### src/rtl/core/gpm_pkg.sv
`default_nettype none
// ----------------------------------------------------------------------------
// gpm_pkg
// Types, codes and constants shared by the gamepad event mapper modules.
// ----------------------------------------------------------------------------
package gpm_pkg;

    localparam int ENTRIES  = 16;
    localparam int IDX_W    = $clog2(ENTRIES);
    localparam int CNT_W    = $clog2(ENTRIES + 1);
    localparam int ENTRY_W  = 100;

    localparam logic [1:0] CMD_INSERT = 2'd0;
    localparam logic [1:0] CMD_EVENT  = 2'd1;
    localparam logic [1:0] CMD_QUERY  = 2'd2;

    localparam logic [1:0] KIND_BUTTON = 2'd0;
    localparam logic [1:0] KIND_STATUS = 2'd1;
    localparam logic [1:0] KIND_QUERY  = 2'd2;

    localparam logic [1:0] ST_OK    = 2'd0;
    localparam logic [1:0] ST_FULL  = 2'd1;
    localparam logic [1:0] ST_ORDER = 2'd2;

    localparam logic [3:0] TGT_HAT   = 4'd8;
    localparam logic [2:0] BTN_UP    = 3'd4;
    localparam logic [2:0] BTN_DOWN  = 3'd5;
    localparam logic [2:0] BTN_LEFT  = 3'd6;
    localparam logic [2:0] BTN_RIGHT = 3'd7;
    localparam logic [7:0] FULL_MASK = 8'hff;

    typedef struct packed {
        logic [1:0]         cmd;
        logic signed [31:0] src_id;
        logic signed [31:0] src_value;
        logic signed [31:0] range_low;
        logic signed [31:0] range_high;
        logic [3:0]         target;
        logic [4:0]         position;
        logic               auto_position;
    } req_t;

    typedef struct packed {
        logic [1:0] kind;
        logic [2:0] button;
        logic       level;
        logic [1:0] status;
        logic       suitable;
        logic       last;
    } rsp_t;

    typedef struct packed {
        logic signed [31:0] src;
        logic signed [31:0] low;
        logic signed [31:0] high;
        logic [3:0]         target;
    } entry_t;

    // controller -> datapath
    typedef struct packed {
        logic             load;     // latch request
        logic             rd_en;    // read entry at rd_addr
        logic [IDX_W-1:0] rd_addr;
        logic             wr_en;
        logic [IDX_W-1:0] wr_addr;
        logic             wr_new;   // write request entry, else read data
        logic             cnt_inc;
        logic             mask_clr;
        logic             mask_acc; // fold read entry into coverage mask
        logic             emit;
        rsp_t             rsp;
    } dp_cmd_t;

    // datapath -> controller
    typedef struct packed {
        logic [1:0]       cmd;
        logic             auto_pos;
        logic [4:0]       position;
        logic [CNT_W-1:0] count;
        logic             rd_lt;    // read id < request id
        logic             rd_gt;    // read id > request id
        logic             rd_hat;
        logic [2:0]       rd_btn;
        logic             rd_lvl;
        logic signed [1:0] hat_x;
        logic signed [1:0] hat_y;
        logic             covered;
    } dp_sts_t;

endpackage
`default_nettype wire

### src/rtl/core/gpm_ram.sv
`default_nettype none
// ----------------------------------------------------------------------------
// gpm_ram
// Generic single-write, single-read RAM with registered read data.
// ----------------------------------------------------------------------------
module gpm_ram #(
    parameter int WIDTH = 8,
    parameter int DEPTH = 16
) (
    input  wire logic                     clk,
    input  wire logic                     wr_en,
    input  wire logic [$clog2(DEPTH)-1:0] wr_addr,
    input  wire logic [WIDTH-1:0]         wr_data,
    input  wire logic                     rd_en,
    input  wire logic [$clog2(DEPTH)-1:0] rd_addr,
    output logic      [WIDTH-1:0]         rd_data
);
    logic [WIDTH-1:0] mem [DEPTH];

    always_ff @(posedge clk)
    begin
        if (wr_en)
        begin
            mem[wr_addr] <= wr_data;
        end
        if (rd_en)
        begin
            rd_data <= mem[rd_addr];
        end
    end
endmodule
`default_nettype wire

### src/rtl/core/gpm_datapath.sv
`default_nettype none
// ----------------------------------------------------------------------------
// gpm_datapath
// Request register, entry table, compares, hat decode, coverage mask, output.
// ----------------------------------------------------------------------------
module gpm_datapath
    import gpm_pkg::*;
(
    input  wire logic    clk,
    input  wire logic    rst_n,
    input  wire req_t    req_in,
    input  wire dp_cmd_t cmd,
    output dp_sts_t      sts,
    output logic         done,
    output rsp_t         result
);
    req_t             req_reg;
    logic [CNT_W-1:0] count_reg;
    logic [7:0]       mask_reg;
    logic             done_reg;
    rsp_t             result_reg;
    entry_t           rd_ent;
    entry_t           wr_ent;
    logic [31:0]      diff;

    assign wr_ent = cmd.wr_new ? entry_t'{req_reg.src_id, req_reg.range_low,
                                          req_reg.range_high, req_reg.target}
                               : rd_ent;

    gpm_ram #(.WIDTH(ENTRY_W), .DEPTH(ENTRIES)) u_tab (
        .clk     (clk),
        .wr_en   (cmd.wr_en),
        .wr_addr (cmd.wr_addr),
        .wr_data (wr_ent),
        .rd_en   (cmd.rd_en),
        .rd_addr (cmd.rd_addr),
        .rd_data (rd_ent)
    );

    assign diff = req_reg.src_value - rd_ent.low;

    always_comb
    begin
        sts.cmd      = req_reg.cmd;
        sts.auto_pos = req_reg.auto_position;
        sts.position = req_reg.position;
        sts.count    = count_reg;
        sts.rd_lt    = rd_ent.src < req_reg.src_id;
        sts.rd_gt    = rd_ent.src > req_reg.src_id;
        sts.rd_hat   = rd_ent.target >= TGT_HAT;
        sts.rd_btn   = rd_ent.target[2:0];
        sts.rd_lvl   = (req_reg.src_value >= rd_ent.low) &&
                       (req_reg.src_value <= rd_ent.high);
        sts.hat_x    = 2'sd0;
        sts.hat_y    = 2'sd0;
        case (diff)
            32'd0: sts.hat_y = -2'sd1;
            32'd1: begin sts.hat_x = 2'sd1;  sts.hat_y = -2'sd1; end
            32'd2: sts.hat_x = 2'sd1;
            32'd3: begin sts.hat_x = 2'sd1;  sts.hat_y = 2'sd1;  end
            32'd4: sts.hat_y = 2'sd1;
            32'd5: begin sts.hat_x = -2'sd1; sts.hat_y = 2'sd1;  end
            32'd6: sts.hat_x = -2'sd1;
            32'd7: begin sts.hat_x = -2'sd1; sts.hat_y = -2'sd1; end
            default: ;
        endcase
        sts.covered  = mask_reg == FULL_MASK;
    end

    always_ff @(posedge clk or negedge rst_n)
    begin
        if (!rst_n)
        begin
            count_reg <= '0;
            mask_reg  <= '0;
            done_reg  <= 1'b0;
        end
        else
        begin
            done_reg <= cmd.emit;
            if (cmd.cnt_inc)
            begin
                count_reg <= count_reg + 1'b1;
            end
            if (cmd.mask_clr)
            begin
                mask_reg <= '0;
            end
            else if (cmd.mask_acc)
            begin
                if (sts.rd_hat)
                begin
                    mask_reg <= mask_reg | 8'hf0;
                end
                else
                begin
                    mask_reg <= mask_reg | (8'd1 << rd_ent.target[2:0]);
                end
            end
        end
    end

    always_ff @(posedge clk)
    begin
        if (cmd.load)
        begin
            req_reg <= req_in;
        end
        if (cmd.emit)
        begin
            result_reg <= cmd.rsp;
        end
    end

    assign done   = done_reg;
    assign result = result_reg;
endmodule
`default_nettype wire

### src/rtl/core/gpm_ctrl.sv
`default_nettype none
// ----------------------------------------------------------------------------
// gpm_ctrl
// Sequencer: lower-bound search, order check, shift-insert, event walk, query.
// ----------------------------------------------------------------------------
module gpm_ctrl
    import gpm_pkg::*;
(
    input  wire logic    clk,
    input  wire logic    rst_n,
    input  wire logic    start,
    input  wire dp_sts_t sts,
    output logic         busy,
    output dp_cmd_t      cmd
);
    localparam logic [3:0] S_IDLE   = 4'd0;
    localparam logic [3:0] S_DISP   = 4'd1;
    localparam logic [3:0] S_SRCH   = 4'd2;  // read issued at idx
    localparam logic [3:0] S_CHKA   = 4'd3;  // read p-1 issued
    localparam logic [3:0] S_CHKB   = 4'd4;  // read p issued
    localparam logic [3:0] S_SHIFT  = 4'd5;  // read idx-1 issued, write idx
    localparam logic [3:0] S_EVT    = 4'd6;  // read idx issued
    localparam logic [3:0] S_HAT    = 4'd7;
    localparam logic [3:0] S_QRY    = 4'd8;
    localparam logic [3:0] S_QEND   = 4'd9;
    localparam logic [3:0] S_FINI   = 4'd10;

    logic [3:0]       state_reg, state_next;
    logic [CNT_W-1:0] idx_reg, idx_next;
    logic [CNT_W-1:0] pos_reg, pos_next;
    logic [1:0]       hs_reg, hs_next;    // hat result step
    logic [1:0]       st_reg, st_next;
    // button result held back until the next entry shows whether it is last
    logic             pend_reg, pend_next;
    logic [2:0]       pbtn_reg, pbtn_next;
    logic             plvl_reg, plvl_next;
    logic signed [1:0] hx_reg, hx_next, hy_reg, hy_next;
    logic [CNT_W-1:0] idx_inc;
    logic             tail;

    assign busy    = state_reg != S_IDLE;
    assign idx_inc = idx_reg + 1'b1;

    always_comb
    begin
        state_next   = state_reg;
        idx_next     = idx_reg;
        pos_next     = pos_reg;
        hs_next      = hs_reg;
        st_next      = st_reg;
        pend_next    = pend_reg;
        pbtn_next    = pbtn_reg;
        plvl_next    = plvl_reg;
        hx_next      = hx_reg;
        hy_next      = hy_reg;
        tail         = 1'b0;
        cmd          = '0;
        case (state_reg)
            S_IDLE:
            begin
                if (start)
                begin
                    cmd.load   = 1'b1;
                    state_next = S_DISP;
                end
            end
            S_DISP:
            begin
                idx_next  = '0;
                pend_next = 1'b0;
                case (sts.cmd)
                    CMD_INSERT, CMD_EVENT:
                    begin
                        if (sts.count == '0)
                        begin
                            pos_next = '0;
                            if (sts.cmd == CMD_INSERT)
                            begin
                                state_next = S_CHKA;
                            end
                            else
                            begin
                                state_next = S_IDLE;
                            end
                        end
                        else if (sts.cmd == CMD_INSERT && !sts.auto_pos &&
                                 {1'b0, sts.position} <= 6'(sts.count))
                        begin
                            pos_next = sts.position[CNT_W-1:0];
                            state_next = S_CHKA;
                        end
                        else
                        begin
                            cmd.rd_en   = 1'b1;
                            cmd.rd_addr = '0;
                            state_next  = S_SRCH;
                        end
                    end
                    CMD_QUERY:
                    begin
                        cmd.mask_clr = 1'b1;
                        if (sts.count == '0)
                        begin
                            state_next = S_QEND;
                        end
                        else
                        begin
                            cmd.rd_en   = 1'b1;
                            cmd.rd_addr = '0;
                            state_next  = S_QRY;
                        end
                    end
                    default: state_next = S_IDLE;
                endcase
            end
            S_SRCH:
            begin
                if (sts.rd_lt && idx_inc < sts.count)
                begin
                    idx_next    = idx_inc;
                    cmd.rd_en   = 1'b1;
                    cmd.rd_addr = idx_inc[IDX_W-1:0];
                end
                else
                begin
                    pos_next = sts.rd_lt ? idx_inc : idx_reg;
                    if (sts.cmd == CMD_EVENT)
                    begin
                        // flush the held result; it is last when the walk ends
                        if (pend_reg)
                        begin
                            cmd.emit       = 1'b1;
                            cmd.rsp.kind   = KIND_BUTTON;
                            cmd.rsp.button = pbtn_reg;
                            cmd.rsp.level  = plvl_reg;
                            cmd.rsp.last   = sts.rd_lt || sts.rd_gt;
                        end
                        pend_next = 1'b0;
                        if (sts.rd_lt || sts.rd_gt)
                        begin
                            state_next = S_IDLE;
                        end
                        else
                        begin
                            // entry at idx already read and matches
                            state_next = S_EVT;
                        end
                    end
                    else
                    begin
                        state_next = S_CHKA;
                    end
                end
                if (sts.cmd == CMD_INSERT && state_next == S_CHKA)
                begin
                    pos_next = sts.rd_lt ? idx_inc : idx_reg;
                end
            end
            S_CHKA:
            begin
                // Issue read of p-1 (if any); checked in S_CHKB
                if (pos_reg != '0)
                begin
                    cmd.rd_en   = 1'b1;
                    cmd.rd_addr = IDX_W'(pos_reg - 1'b1);
                end
                idx_next   = '0;
                state_next = S_CHKB;
            end
            S_CHKB:
            begin
                if (idx_reg == '0)
                begin
                    if (pos_reg != '0 && sts.rd_gt)
                    begin
                        st_next    = ST_ORDER;
                        state_next = S_FINI;
                    end
                    else
                    begin
                        idx_next = CNT_W'(1);
                        if (pos_reg < sts.count)
                        begin
                            cmd.rd_en   = 1'b1;
                            cmd.rd_addr = pos_reg[IDX_W-1:0];
                        end
                    end
                end
                else
                begin
                    if (pos_reg < sts.count && sts.rd_lt)
                    begin
                        st_next    = ST_ORDER;
                        state_next = S_FINI;
                    end
                    else if (32'(sts.count) >= 32'(ENTRIES))
                    begin
                        st_next    = ST_FULL;
                        state_next = S_FINI;
                    end
                    else
                    begin
                        idx_next = sts.count;
                        if (sts.count != pos_reg)
                        begin
                            cmd.rd_en   = 1'b1;
                            cmd.rd_addr = IDX_W'(sts.count - 1'b1);
                        end
                        state_next = S_SHIFT;
                    end
                end
            end
            S_SHIFT:
            begin
                cmd.wr_en   = 1'b1;
                cmd.wr_addr = idx_reg[IDX_W-1:0];
                if (idx_reg == pos_reg)
                begin
                    cmd.wr_new  = 1'b1;
                    cmd.cnt_inc = 1'b1;
                    st_next     = ST_OK;
                    state_next  = S_FINI;
                end
                else
                begin
                    idx_next = idx_reg - 1'b1;
                    if (idx_reg - 1'b1 != pos_reg)
                    begin
                        cmd.rd_en   = 1'b1;
                        cmd.rd_addr = IDX_W'(idx_reg - 2'd2);
                    end
                end
            end
            S_FINI:
            begin
                cmd.emit       = 1'b1;
                cmd.rsp.kind   = KIND_STATUS;
                cmd.rsp.status = st_reg;
                cmd.rsp.last   = 1'b1;
                state_next     = S_IDLE;
            end
            S_EVT:
            begin
                tail = !(idx_inc < sts.count);
                if (sts.rd_hat)
                begin
                    hx_next    = sts.hat_x;
                    hy_next    = sts.hat_y;
                    hs_next    = 2'd0;
                    state_next = S_HAT;
                end
                else
                begin
                    if (tail)
                    begin
                        cmd.emit       = 1'b1;
                        cmd.rsp.kind   = KIND_BUTTON;
                        cmd.rsp.button = sts.rd_btn;
                        cmd.rsp.level  = sts.rd_lvl;
                        cmd.rsp.last   = 1'b1;
                        state_next     = S_IDLE;
                    end
                    else
                    begin
                        pend_next   = 1'b1;
                        pbtn_next   = sts.rd_btn;
                        plvl_next   = sts.rd_lvl;
                        idx_next    = idx_inc;
                        cmd.rd_en   = 1'b1;
                        cmd.rd_addr = idx_inc[IDX_W-1:0];
                        state_next  = S_SRCH;
                    end
                end
            end
            S_HAT:
            begin
                // four results: release x, release y, press x, press y;
                // with x or y zero both directions are released and no press
                cmd.emit     = 1'b1;
                cmd.rsp.kind = KIND_BUTTON;
                tail         = !(idx_inc < sts.count);
                case (hs_reg)
                    2'd0: cmd.rsp.button = (hx_reg >= 0) ? BTN_LEFT : BTN_RIGHT;
                    2'd1:
                    begin
                        if (hx_reg == 0)
                        begin
                            cmd.rsp.button = BTN_RIGHT;
                        end
                        else
                        begin
                            cmd.rsp.button = (hy_reg >= 0) ? BTN_UP : BTN_DOWN;
                        end
                    end
                    2'd2:
                    begin
                        if (hx_reg == 0)
                        begin
                            cmd.rsp.button = (hy_reg >= 0) ? BTN_UP : BTN_DOWN;
                        end
                        else if (hy_reg == 0)
                        begin
                            cmd.rsp.button = BTN_DOWN;
                        end
                        else
                        begin
                            cmd.rsp.button = (hx_reg < 0) ? BTN_LEFT : BTN_RIGHT;
                            cmd.rsp.level  = 1'b1;
                        end
                    end
                    default:
                    begin
                        if (hx_reg == 0 && hy_reg == 0)
                        begin
                            cmd.rsp.button = BTN_DOWN;
                        end
                        else if (hx_reg == 0)
                        begin
                            cmd.rsp.button = (hy_reg < 0) ? BTN_UP : BTN_DOWN;
                            cmd.rsp.level  = 1'b1;
                        end
                        else if (hy_reg == 0)
                        begin
                            cmd.rsp.button = (hx_reg < 0) ? BTN_LEFT : BTN_RIGHT;
                            cmd.rsp.level  = 1'b1;
                        end
                        else
                        begin
                            cmd.rsp.button = (hy_reg < 0) ? BTN_UP : BTN_DOWN;
                            cmd.rsp.level  = 1'b1;
                        end
                    end
                endcase
                hs_next = hs_reg + 1'b1;
                if (hs_reg == 2'd3)
                begin
                    if (tail)
                    begin
                        cmd.rsp.last = 1'b1;
                        state_next   = S_IDLE;
                    end
                    else
                    begin
                        cmd.emit    = 1'b0;
                        pend_next   = 1'b1;
                        pbtn_next   = cmd.rsp.button;
                        plvl_next   = cmd.rsp.level;
                        idx_next    = idx_inc;
                        cmd.rd_en   = 1'b1;
                        cmd.rd_addr = idx_inc[IDX_W-1:0];
                        state_next  = S_SRCH;
                    end
                end
            end
            S_QRY:
            begin
                cmd.mask_acc = 1'b1;
                if (idx_inc < sts.count)
                begin
                    idx_next    = idx_inc;
                    cmd.rd_en   = 1'b1;
                    cmd.rd_addr = idx_inc[IDX_W-1:0];
                end
                else
                begin
                    state_next = S_QEND;
                end
            end
            S_QEND:
            begin
                cmd.emit         = 1'b1;
                cmd.rsp.kind     = KIND_QUERY;
                cmd.rsp.suitable = sts.covered;
                cmd.rsp.last     = 1'b1;
                state_next       = S_IDLE;
            end
            default: state_next = S_IDLE;
        endcase
    end

    always_ff @(posedge clk or negedge rst_n)
    begin
        if (!rst_n)
        begin
            state_reg <= S_IDLE;
            idx_reg   <= '0;
            pos_reg   <= '0;
            hs_reg    <= '0;
            st_reg    <= ST_OK;
            pend_reg  <= 1'b0;
            pbtn_reg  <= '0;
            plvl_reg  <= 1'b0;
            hx_reg    <= '0;
            hy_reg    <= '0;
        end
        else
        begin
            state_reg <= state_next;
            idx_reg   <= idx_next;
            pos_reg   <= pos_next;
            hs_reg    <= hs_next;
            st_reg    <= st_next;
            pend_reg  <= pend_next;
            pbtn_reg  <= pbtn_next;
            plvl_reg  <= plvl_next;
            hx_reg    <= hx_next;
            hy_reg    <= hy_next;
        end
    end
endmodule
`default_nettype wire

### src/rtl/core/gamepad_input_event_mapper_unit.sv
`default_nettype none
// ----------------------------------------------------------------------------
// gamepad_input_event_mapper_unit
// Sorted source-id mapping table with insert, event lookup and coverage query.
// ----------------------------------------------------------------------------
//  channel  | handshake            | payload
//  request  | start / busy         | req (req_t)
//  result   | result_valid strobe  | result (rsp_t)
//
//  One request at a time; busy is high from acceptance until its last result.
//  Insert: search and order check, then a shift of the later entries and a
//  status. Event: search, then one result per matching button entry and four
//  per hat entry. Query: a walk over every stored entry. These walks use the
//  table RAM's single read port.
//  Reset empties the table. Results are strobed for one cycle and cannot be
//  stalled.
// ----------------------------------------------------------------------------
module gamepad_input_event_mapper_unit
    import gpm_pkg::*;
(
    input  wire logic clk,
    input  wire logic rst_n,
    input  wire logic start,
    input  wire req_t req,
    output logic      busy,
    output logic      result_valid,
    output rsp_t      result
);
    dp_cmd_t dp_cmd;
    dp_sts_t dp_sts;

    gpm_ctrl u_ctrl (
        .clk   (clk),
        .rst_n (rst_n),
        .start (start),
        .sts   (dp_sts),
        .busy  (busy),
        .cmd   (dp_cmd)
    );

    gpm_datapath u_dp (
        .clk    (clk),
        .rst_n  (rst_n),
        .req_in (req),
        .cmd    (dp_cmd),
        .sts    (dp_sts),
        .done   (result_valid),
        .result (result)
    );
endmodule
`default_nettype wire

### config.mk
export PLATFORM = sky130hd
export DESIGN_NAME = gamepad_input_event_mapper_unit
export DESIGN_NICKNAME = d
export VERILOG_FILES = /design/src/rtl/core/gpm_pkg.sv /design/src/rtl/core/gpm_ram.sv /design/src/rtl/core/gpm_datapath.sv /design/src/rtl/core/gpm_ctrl.sv /design/src/rtl/core/gamepad_input_event_mapper_unit.sv
export SDC_FILE = /design/constraint.sdc
export NUM_CORES = 2
export LEC_CHECK = 0
export BUFFER_PORTS_ARGS = -buffer_cell sky130_fd_sc_hd__buf_2
export CAP_MARGIN = 10
export CORE_MARGIN = 4
export CORE_UTILIZATION = 65
export DETAILED_ROUTE_END_ITERATION = 8
export HOLD_SLACK_MARGIN = 0.15
export PLACE_DENSITY = 0.87
export SLEW_MARGIN = 20
export SYNTH_ARGS = -nofsm -noshare
export SYNTH_HDL_FRONTEND = slang
export SYNTH_HIERARCHICAL = 1
export SYNTH_SLANG_ARGS = --single-unit
### constraint.sdc
create_clock -name clk -period 19.1 [get_ports clk]
set_input_delay 3.82 -clock clk [delete_from_list [all_inputs] [get_ports clk]]
set_output_delay 3.82 -clock clk [all_outputs]
set_load 0.03 [all_outputs]
==> reports/qor.yml <==
synth:
  synth_compound_area_share_pct: 4.986
  synth.area.top_cells: "edfxtp_1 73%, mux4_2 12%, ha_1 2.1%, a22oi_1 2.0%, dfrtp_1 1.3%"
  syn_inst: 3924
  ys_ff_latch: 1891
  synth_most_common_cell: "edfxtp_1"
  synth_xor_area_share_pct: 0.4262
  synth_commonest_cells: "1850 x edfxtp_1, 400 x mux4_2, 251 x nand2_1"
  synth_flop_cell: "edfxtp_1"
  netlist_area_sq_um: 76040
  yosysTopAreaCell: "edfxtp_1"
  synth_top_family_by_area: "multiplexers"
  yosysWarnings: 6
  synth_fa_ha_area_share_pct: 2.083
  syn_nets: 4193
  syn_avg_cell_area_sq_um: 19.38
  synth_top_area_share_pct: 73.06
  yosys.area_share.simple_pct: 3.368
  synth_mux_area_share_pct: 12.78
  ys_seq_area_share_pct: 74.41
  ys_types: 97
  synth_edf_count: 1850
  async_reset_ff_share_pct: 2.168
run_status:
  outcome: "finished, final reports clean"
pwr:
  p_clk_share_pct: 26.1
  p_int_w: 0.008933
  p_sw_w: 0.004431
  cellPowerDensity_nw_per_um2: 158.3
  switching_share_pct: 33.16
  pwr-share-seq_pct: 42.8
  ir_drop_uv: 131.4
  leakagePower_nw: 27.43
  power_frac_comb_pct: 31.1
critical_path:
  critical_path_class: "register to register"
  crit_path_start_kind: "register"
  cpPeakStageDelay_ns: 0.77
  timing.critical_path.mode_cell: "buf_4"
  cp-end-kind: "register"
  path_buf_inv: 5
  crit_required_ns: 19.65
  critical_path_peak_fanout: 113
  arrival_ns: 8.61
  worstPathCellList: "ha_1 -> nand4_1 -> nor2_1 -> and3_1 -> nand4_1 -> nor4_1 -> o21ai_0 -> o211ai_1 -> mux2i_2 -> buf_4 -> a41oi_1 -> inv_1 -> o21ai_2 -> nor3_2 -> a32oi_1 -> o211ai_1 -> buf_4 -> buf_4 -> buf_12 -> mux4_2 -> a22oi_1 -> nand2_1"
  crit_slowest_cell: "buf_4"
  cp_top_family: "buffers and inverters"
finish:
  drive_gt1_share_pct: 23.42
  multi_input_area_sq_um: 18150
  final-seq-area_sq_um: 56580
  fin_nets: 4445
  largest_register_ffs: 1600
  synthToLayoutAreaGrowth_pct: 11.03
  stdcell_count: 5842
  fillCellCount: 6098
clock_network:
  cts_made_buffers: 179
  h-tree-depth: 4
  cts_tree: "built"
  hold_buffers: 0
  worstSkewPairLatency_ns: 0.82
  ctsResizeCount: 0
  clk_pin_slew_ns: 0.07
  clock_sinks: 1891
  root_buffer: "clkbuf_16"
  cts_buffer_depth: 3
  post-cts-setup-buffer-count: 0
drt:
  drc: 0
  avgViaCountPerCell: 7.277
  avgRoutedWirePerCell_um: 36.09
  first_pass_iters: 6
  routed_wl_mm: 210.8
  drtAntennaViolNets: 0
  drtIter0Drc: 6875
  routed-via-count: 42510
global_route:
  grt_pass1_wl_mm: 304.8
  grt_pass1_vias: 43890
  overflow: 0
  grt.total_usage_pct: 35.01
  antenna_found_initial: 9
  grt_max_degree: 162
floorplanning:
  die_x_um: 350.0
  dieHeight_um: 350.0
  core.rowCount: 125
  core_area_sq_um: 116200
  dieArea_sq_um: 122500
  ios: 155
  start_util_pct: 65.44
worst_hold_path:
  worstHoldPathType: "register to register"
placed_design:
  gp_congestion: 0.9650
  io_buffers: 154
  hpwl_mm: 103.7
  dp.cells: 5517
timing:
  clock-skew-final_ns: 0.06499
  fin_crit_sh_pct: 42.19
  min_period_ns: 8.058
  slew-limit-headroom_pct: 18.26
  setup_tns_ns: 0
  setup_viol_count_final: 0
  final_hold_viol_count: 0
  max_freq_mhz: 124.1
  rsz0062_at_grt: "false"
  maxSlewViolCount: 0
  worst_slew_pin_slew_ns: 1.223
flow_run:
  maxCapViolations: 0
==> cells in the final DEF, fill, tap and decap left out, types with 9 or more instances in the layout <==
cell,instances
edfxtp_1,1850
nor2_1,79
o21a_1,18
xnor2_1,15
mux4_2,400
nor2b_1,14
nor3_1,21
mux2_2,45
nand3_1,26
nand2_1,251
nand4_1,26
inv_1,130
mux2i_1,13
bufinv_16,12
a21o_1,24
nor2_4,13
xor2_1,22
a21oi_1,72
clkinv_2,28
clkinv_1,35
dfrtp_1,41
a22oi_1,206
o21ai_0,101
clkbuf_16,180
nand2b_1,17
ha_1,125
o21ai_1,30
clkbuf_1,43
buf_2,154
and3_1,10
buf_4,94
nor4_1,12
o211ai_1,9
==> cells by family (layout without fill, tap and decap cells) <==
kind of cell | count (synthesis) | after routing
AO/OA/AOI/OAI | 554 | 554
XOR/XNOR | 37 | 37
adder cells (fa/ha/maj) | 126 | 126
buffers and inverters | 318 | 710
flip-flops | 1891 | 1891
multiplexers | 464 | 464
other | 0 | 2
AND/OR/NAND/NOR | 534 | 534
==> routing by layer <==
layer	vias to the layer above	wire length (um)	track usage, %
met5	-	69	0
met4	10	12420	18.43
met3	792	29760	9.177
met2	4016	101700	55.10
met1	21160	66930	45.84
li1	16530	-	-
==> cell type report <==
| type | instances | share of cell area, % |
|---|---|---|
| clock inverter | 98 | 1.104 |
| inverter | 130 | 0.5780 |
| timing repair buffer | 259 | 2.017 |
| sequential | 1891 | 67.02 |
| multi-input combinational | 1715 | 21.49 |
| antenna | 2 | 0.005928 |
| clock buffer | 223 | 5.526 |
| tap | 1524 | 2.259 |
==> final timing paths <==
check                                  startpoint                      to  depth (start not counted)  slack (ns)
max                        u_dp/u_tab/rd_data[95]  u_dp/u_tab/rd_data[12]                         22       11.04
min                               u_ctrl/plvl_reg         u_ctrl/plvl_reg                          2        0.49
max reg2reg                u_dp/u_tab/rd_data[95]  u_dp/u_tab/rd_data[12]                         22       11.04
min reg2reg                       u_ctrl/plvl_reg         u_ctrl/plvl_reg                          2        0.49
max in group asynchronous                   rst_n       u_ctrl/pos_reg[3]                          1       15.31
min in group asynchronous                   rst_n      u_ctrl/pbtn_reg[2]                          1        3.19
==> worst min-delay path, cell delays in order, from the launching register on <==
cell and delay [ns]:
dfrtp_1 0.35, nand2_1 0.05, o21ai_0 0.06
==> power groups by stage <==
stage / clock, W / sequential [W] / combinational [W]
floorplan: 0 / 0.00574 / 0.00279
global placement: 0 / 0.00577 / 0.00375
detailed placement: 0 / 0.00578 / 0.00393
CTS: 0.00351 / 0.00571 / 0.00405
global route: 0.00370 / 0.00573 / 0.00441
finish: 0.00348 / 0.00572 / 0.00416
==> stage by stage <==
step                power, W  cell area (sq um)  worst slack, ns  utilization [%]  hold WS (ns)
floorplan           0.008524              76040            9.978                -        0.4503
global placement    0.009516              78710            11.71            67.73        0.4623
detailed placement  0.009712              78790            11.18            67.80        0.4714
CTS                  0.01327              84380            10.97            72.62        0.4840
global route         0.01384              84420            10.52            72.65        0.5204
finish               0.01336              84430            11.04            72.65        0.4939
No activity file was read; power rests on OpenSTA's default activity.
